<file path="config.mk">
export PLATFORM = sky130hd
export DESIGN_NAME = arb_merge
export DESIGN_NICKNAME = d
export VERILOG_FILES = /design/src/rtl/arb_pkg.sv /design/src/rtl/arb_merge.sv
export SDC_FILE = /design/constraint.sdc
export NUM_CORES = 2
export LEC_CHECK = 0
export ABC_AREA = 1
export BUFFER_PORTS_ARGS = -buffer_cell sky130_fd_sc_hd__buf_4
export CORE_AREA = 2 2 425 427
export CTS_CLUSTER_DIAMETER = 200
export DETAILED_ROUTE_END_ITERATION = 10
export DIE_AREA = 0 0 427 429
export GPL_TIMING_DRIVEN = 0
export HOLD_SLACK_MARGIN = 0.06
export SYNTH_ARGS = -nofsm -noshare
export SYNTH_HDL_FRONTEND = slang
export SYNTH_SLANG_ARGS = --single-unit
</file>
<file path="constraint.sdc">
create_clock -name clk -period 5.4 [get_ports clk]
set_input_delay 1.08 -clock clk [delete_from_list [all_inputs] [get_ports clk]]
set_output_delay 1.08 -clock clk [all_outputs]
set_load 0.01 [all_outputs]
</file>
<file path="src/rtl/arb_pkg.sv">
// ----------------------------------------------------------------------------
// arb_pkg
// Shared types, register indexes and saturation helper for the rectangle
// bounds core.
// ----------------------------------------------------------------------------
`timescale 1ns / 1ps

package arb_pkg;

	localparam int unsigned CFG_IDX_W = 3;

	localparam logic [CFG_IDX_W-1:0] REG_SCALE_XX = 3'd0;
	localparam logic [CFG_IDX_W-1:0] REG_SHEAR_XY = 3'd1;
	localparam logic [CFG_IDX_W-1:0] REG_SHEAR_YX = 3'd2;
	localparam logic [CFG_IDX_W-1:0] REG_SCALE_YY = 3'd3;
	localparam logic [CFG_IDX_W-1:0] REG_OFFSET_X = 3'd4;
	localparam logic [CFG_IDX_W-1:0] REG_OFFSET_Y = 3'd5;

	// Q16.16 constants
	localparam logic signed [31:0] Q_ONE  = 32'sh0001_0000;
	localparam logic signed [31:0] Q_ZERO = 32'sh0000_0000;

	localparam int unsigned SUM_W = 50;

	typedef struct packed {
		logic signed [31:0] a;
		logic signed [31:0] b;
		logic signed [31:0] c;
		logic signed [31:0] d;
		logic signed [31:0] tx;
		logic signed [31:0] ty;
	} coef_t;

	typedef struct packed {
		logic fast;
		logic unit_x;
		logic unit_y;
	} mode_t;

	typedef struct packed {
		logic signed [31:0] nx;   // full transform, x
		logic signed [31:0] ny;   // full transform, y
		logic signed [31:0] fx;   // scaled x, saturated
		logic signed [31:0] fy;   // scaled y, saturated
		logic signed [31:0] rx;   // raw corner x
		logic signed [31:0] ry;   // raw corner y
	} lane_res_t;

	typedef struct packed {
		logic signed [31:0] bottom_y;
		logic signed [31:0] right_x;
		logic signed [31:0] top_y;
		logic signed [31:0] left_x;
	} bounds_t;

	// Clamp a wide signed value to the 32-bit range.
	function automatic logic signed [31:0] sat32(input logic signed [SUM_W-1:0] v);
		logic signed [31:0] r;
		if (v[SUM_W-1:31] != {(SUM_W-31){v[SUM_W-1]}}) begin
			r = v[SUM_W-1] ? 32'sh8000_0000 : 32'sh7FFF_FFFF;
		end else begin
			r = v[31:0];
		end
		return r;
	endfunction

endpackage

</file>
<file path="src/rtl/arb_merge.sv">
// ----------------------------------------------------------------------------
// arb_merge
// Combines the four corner lanes: min/max for a general matrix, or scaled
// pairs plus offset for an axis-aligned one, ordered unless the scale is 1.0.
// ----------------------------------------------------------------------------
`timescale 1ns / 1ps

module arb_merge import arb_pkg::*; (
	input  logic      clk,
	input  logic      en_s3,
	input  logic      en_s4,
	input  coef_t     coef,
	input  mode_t     mode_s2,
	input  lane_res_t lane_s2 [4],
	output bounds_t   bounds_s4
);

	function automatic logic signed [31:0] smin(input logic signed [31:0] p,
	                                            input logic signed [31:0] q);
		return (p < q) ? p : q;
	endfunction

	function automatic logic signed [31:0] smax(input logic signed [31:0] p,
	                                            input logic signed [31:0] q);
		return (p > q) ? p : q;
	endfunction

	bounds_t gen_c, gen_s3;
	bounds_t pair_c, pair_s3;
	logic    fast_s3;

	always_comb begin
		gen_c.left_x   = smin(smin(lane_s2[0].nx, lane_s2[1].nx),
		                      smin(lane_s2[2].nx, lane_s2[3].nx));
		gen_c.right_x  = smax(smax(lane_s2[0].nx, lane_s2[1].nx),
		                      smax(lane_s2[2].nx, lane_s2[3].nx));
		gen_c.top_y    = smin(smin(lane_s2[0].ny, lane_s2[1].ny),
		                      smin(lane_s2[2].ny, lane_s2[3].ny));
		gen_c.bottom_y = smax(smax(lane_s2[0].ny, lane_s2[1].ny),
		                      smax(lane_s2[2].ny, lane_s2[3].ny));
	end

	// Lane 0 holds the first corner, lane 3 the opposite one.
	// Unit scale keeps the input order untouched.
	always_comb begin
		if (mode_s2.unit_x) begin
			pair_c.left_x  = lane_s2[0].rx;
			pair_c.right_x = lane_s2[3].rx;
		end else begin
			pair_c.left_x  = smin(lane_s2[0].fx, lane_s2[3].fx);
			pair_c.right_x = smax(lane_s2[0].fx, lane_s2[3].fx);
		end
		if (mode_s2.unit_y) begin
			pair_c.top_y    = lane_s2[0].ry;
			pair_c.bottom_y = lane_s2[3].ry;
		end else begin
			pair_c.top_y    = smin(lane_s2[0].fy, lane_s2[3].fy);
			pair_c.bottom_y = smax(lane_s2[0].fy, lane_s2[3].fy);
		end
	end

	always_ff @(posedge clk) begin
		if (en_s3) begin
			gen_s3  <= gen_c;
			pair_s3 <= pair_c;
			fast_s3 <= mode_s2.fast;
		end
	end

	always_ff @(posedge clk) begin
		if (en_s4) begin
			if (fast_s3) begin
				bounds_s4.left_x   <= sat32(SUM_W'(pair_s3.left_x) + SUM_W'(coef.tx));
				bounds_s4.right_x  <= sat32(SUM_W'(pair_s3.right_x) + SUM_W'(coef.tx));
				bounds_s4.top_y    <= sat32(SUM_W'(pair_s3.top_y) + SUM_W'(coef.ty));
				bounds_s4.bottom_y <= sat32(SUM_W'(pair_s3.bottom_y) + SUM_W'(coef.ty));
			end else begin
				bounds_s4 <= gen_s3;
			end
		end
	end

endmodule

</file>
==> summary.txt <==
Timing
  – Setup TNS: 0 ps
  – Setup WS post-layout: around 120 ps
  – Final setup violation count: 0
  – Final hold vios: 0
  – Fin Hold WS: 530 ps
  – Final Skew: around 20 ps
  – Worst Max-Slew Pin Slew: 1140 ps
  – Fin. max-slew vios: 0
  – Max Fclk: 0.189 GHz
  – Final worst-path cycle share: 0.977
  – Tmin final: 5280 ps
  – Slew Limit Headroom: 0.239

Power
  – Clock network fraction of total power: 0.201
  – Logic gate share of total power: 0.511
  – Seq pwr share: 0.288
  – Sw Pwr: 7.19 mW
  – Leakage: 21.4 nW
  – Peak supply drop: roughly 0.23 mV
  – P_int: ~8.9 mW
  – Power Dens Cells: 349 nW/um^2
  – Switching portion of total power: 0.448

Route
  – DRT Pass-1 Iters: 6
  – Vias per cell: 4.77
  – # DRC: 0
  – Via count: 37900
  – Antenna Nets Post-Route: 0
  – Detailed Route Iter0 Violations: 3920
  – Drt wl/cell: 23.7 um
  – Total Wirelength: 188000 um

Synth
  – Top FF cell, synth: edfxtp_1
  – Post-synthesis sequential area ratio: 0.328
  – Yosys warns: 0
  – Mapped Cells: 4760
  – Syn nets: between 6000 and 7000
  – Post-synth EDFFs: around 390
  – Netlist cell types: 55
  – Area leader, netlist: edfxtp_1
  – Flops & latches, synth: 385
  – Largest cells by area after synthesis: edfxtp_1 33%, ha_1 16%, nand2_1 13%
  – Mapped Area: 35200 um^2
  – Mean area per synthesized cell: 7.39 um^2
  – Synth top area share: 0.328
  – Post-synth ARST share: 0

Worst setup path
  – Crit path DAT: between 5000 and 6000 ps
  – Crit. End Element: flip-flop
  – Crit Path Class: in -> reg
  – CP Max Fanout: 10
  – Crit start category: primary input
  – FF-to-FF path depth: 21
  – Required time of the critical path: 5710 ps

Floorplanning
  – Die H: 429 um
  – Die Area: about 180000 um^2
  – Initial core utilization: 0.198
  – Core area: roughly 180000 um^2
  – Num ports: 1094
  – Chip width: between 400 and 500 um
  – Rows: ~160

Finish
  – Leading cell type in the layout, fill and taps excluded: nand2_1
  – Finished Layout Cells: a little under 8000
  – Area added between synthesis and finish: 30.7%
  – Commonest cells after routing, fill and taps aside: 1164 x nand2_1, 731 x buf_4, 544 x inv_1, 448 x ha_1, 414 x o21ai_0
  – Nets@finish: approximately 7000
  – Post-layout util: 0.258
  – Layout cells sized above 1: 0.188

Hold path
  – Hold crit path type: reg -> reg
  – Hold Crit Depth: 2

CTS
  – CTS buffer count: 46
  – Clock Pin Slew Worst Setup and Hold Paths: 60 ps
  – H-tree depth: 2
  – Root buf cell: clkbuf_16
  – Clock Latency Late Sink: 620 ps
  – CTS tree: yes
  – Max Root-Sink Buffers: 3
  – Hold Buf Count CTS: 0
  – Clk sink count: between 300 and 400

Placed design
  – Port-buffer cells: 707
  – DP Wirelength: 162000 um
  – Placed insts: 7825
  – Pre-CTS setup slack: -2340 ps
  – Gpl congestion: 0.969

GRT
  – Vias in the first global route: 35300
  – Largest net degree at the start of global routing: 94
  – Gr usage total: 0.195
  – Antenna violations before repair: 50
  – GRT overflow: 0
  – First-pass GRT wire length: between 200000 and 300000 um

Job
  – Max-cap violation count: 0

Outcome
  – Status: finished clean
==> what timing repair did <==
action | CTS | global route
pin swaps | 4 | 11
buffers inserted | 4 | 11
cloned | 0 | 1
endpoints found under the setup margin | 149 | 156
resized for setup | 117 | 175
==> final timing paths <==
path / endpoint / from / slack [ps]
hold reg to reg: bounds_s4[55] / gen_s3[55] / 530
hold / removal: bounds_s4[55] / gen_s3[55] / 530
setup / recovery: gen_s3[120] / lane_s2[543] / 120
setup reg to reg: bounds_s4[49] / pair_s3[32] / 540
==> metrics by stage <==
stage                     power [mW]  cell area [um^2]
after CTS                       15.7             45400
after detailed placement        12.3             43500
after global routing            16.9             46000
final                           16.0             46000
after global placement          12.2             43500
after floorplan                 8.70             35200
==> cells by family (layout without fill, tap and decap cells) <==
kind of cell | count (synthesis) | count (layout) | share of synthesized area
and+or+nand+nor | 1928 | 1929 | 0.225
adders and majority gates | 456 | 456 | 0.163
xor gates and xnor gates | 44 | 44 | 0.0109
buffers and inverters | 734 | 1540 | 0.0825
DFF | 385 | 385 | 0.328
AOI/OAI and AO/OA | 1213 | 1213 | 0.190
other | 0 | 18 | 0
==> metal layers <==
layer	vias up	part of all wire	GRT usage
met5	-	0.0015	0
met4	46	0.032	0.0554
met3	237	0.086	0.0360
met2	1638	0.44	0.305
met1	18000	0.44	0.273
li1	17900	-	-
==> cell type report <==
type / count / area (um^2)
buffer: 177 / 967
sequential: 385 / 11600
tap: 2355 / 2950
multi-input combinational: 3642 / 21300
clock buffer: 56 / 1190
inverter: 555 / 2090
antenna: 18 / 45.0
timing repair buffer: 725 / 5510
fill: 19600 / 132000
clock inverter: 27 / 332
==> synthesized netlist by cell type, drive strengths merged (55+ instances only) <==
| cell type | number |
|---|---|
| o21ai | 496 |
| a21oi | 456 |
| nand2 | 1184 |
| o211ai | 67 |
| a31oi | 80 |
| nor2 | 380 |
| inv | 552 |
| ha | 452 |
| edfxtp | 385 |
| nand3 | 229 |
| buf | 55 |
| clkbuf | 124 |
==> flip-flops by register name, summed over array words and instances (netlist names) <==
| signal | flops |
|---|---|
| gen_s3 | 128 |
| fast_s3 | 1 |
| bounds_s4 | 128 |
| pair_s3 | 128 |
==> power groups by stage <==
stage	clock, mW	combinational (mW)	sequential [mW]
3_5_place_dp	0	7.61	4.67
2_1_floorplan	0	4.08	4.61
6_report	3.23	8.19	4.63
5_1_grt	3.39	8.86	4.67
4_1_cts	3.29	7.83	4.62
3_3_place_gp	0	7.55	4.68
==> critical path, stage by stage <==
cell and delay [ps]:
buf_4 100, inv_1 100, ha_4 320, nand2_1 110, nor2_4 150, nand4_1 90, buf_4 170, nor2_4 150
nand2_1 150, nand2_1 150, nand2_1 120, nand2_4 140, a31o_4 150, buf_4 140, buf_4 210, a21oi_2 90
ha_1 340, nand2_1 100, nor2_1 90, nand4_1 150, a21oi_1 110, a2111oi_2 420, nand3_1 170, o211ai_4 320
buf_4 170, clkbuf_8 170, a21oi_1 130
No activity file was read; power rests on OpenSTA's default activity.
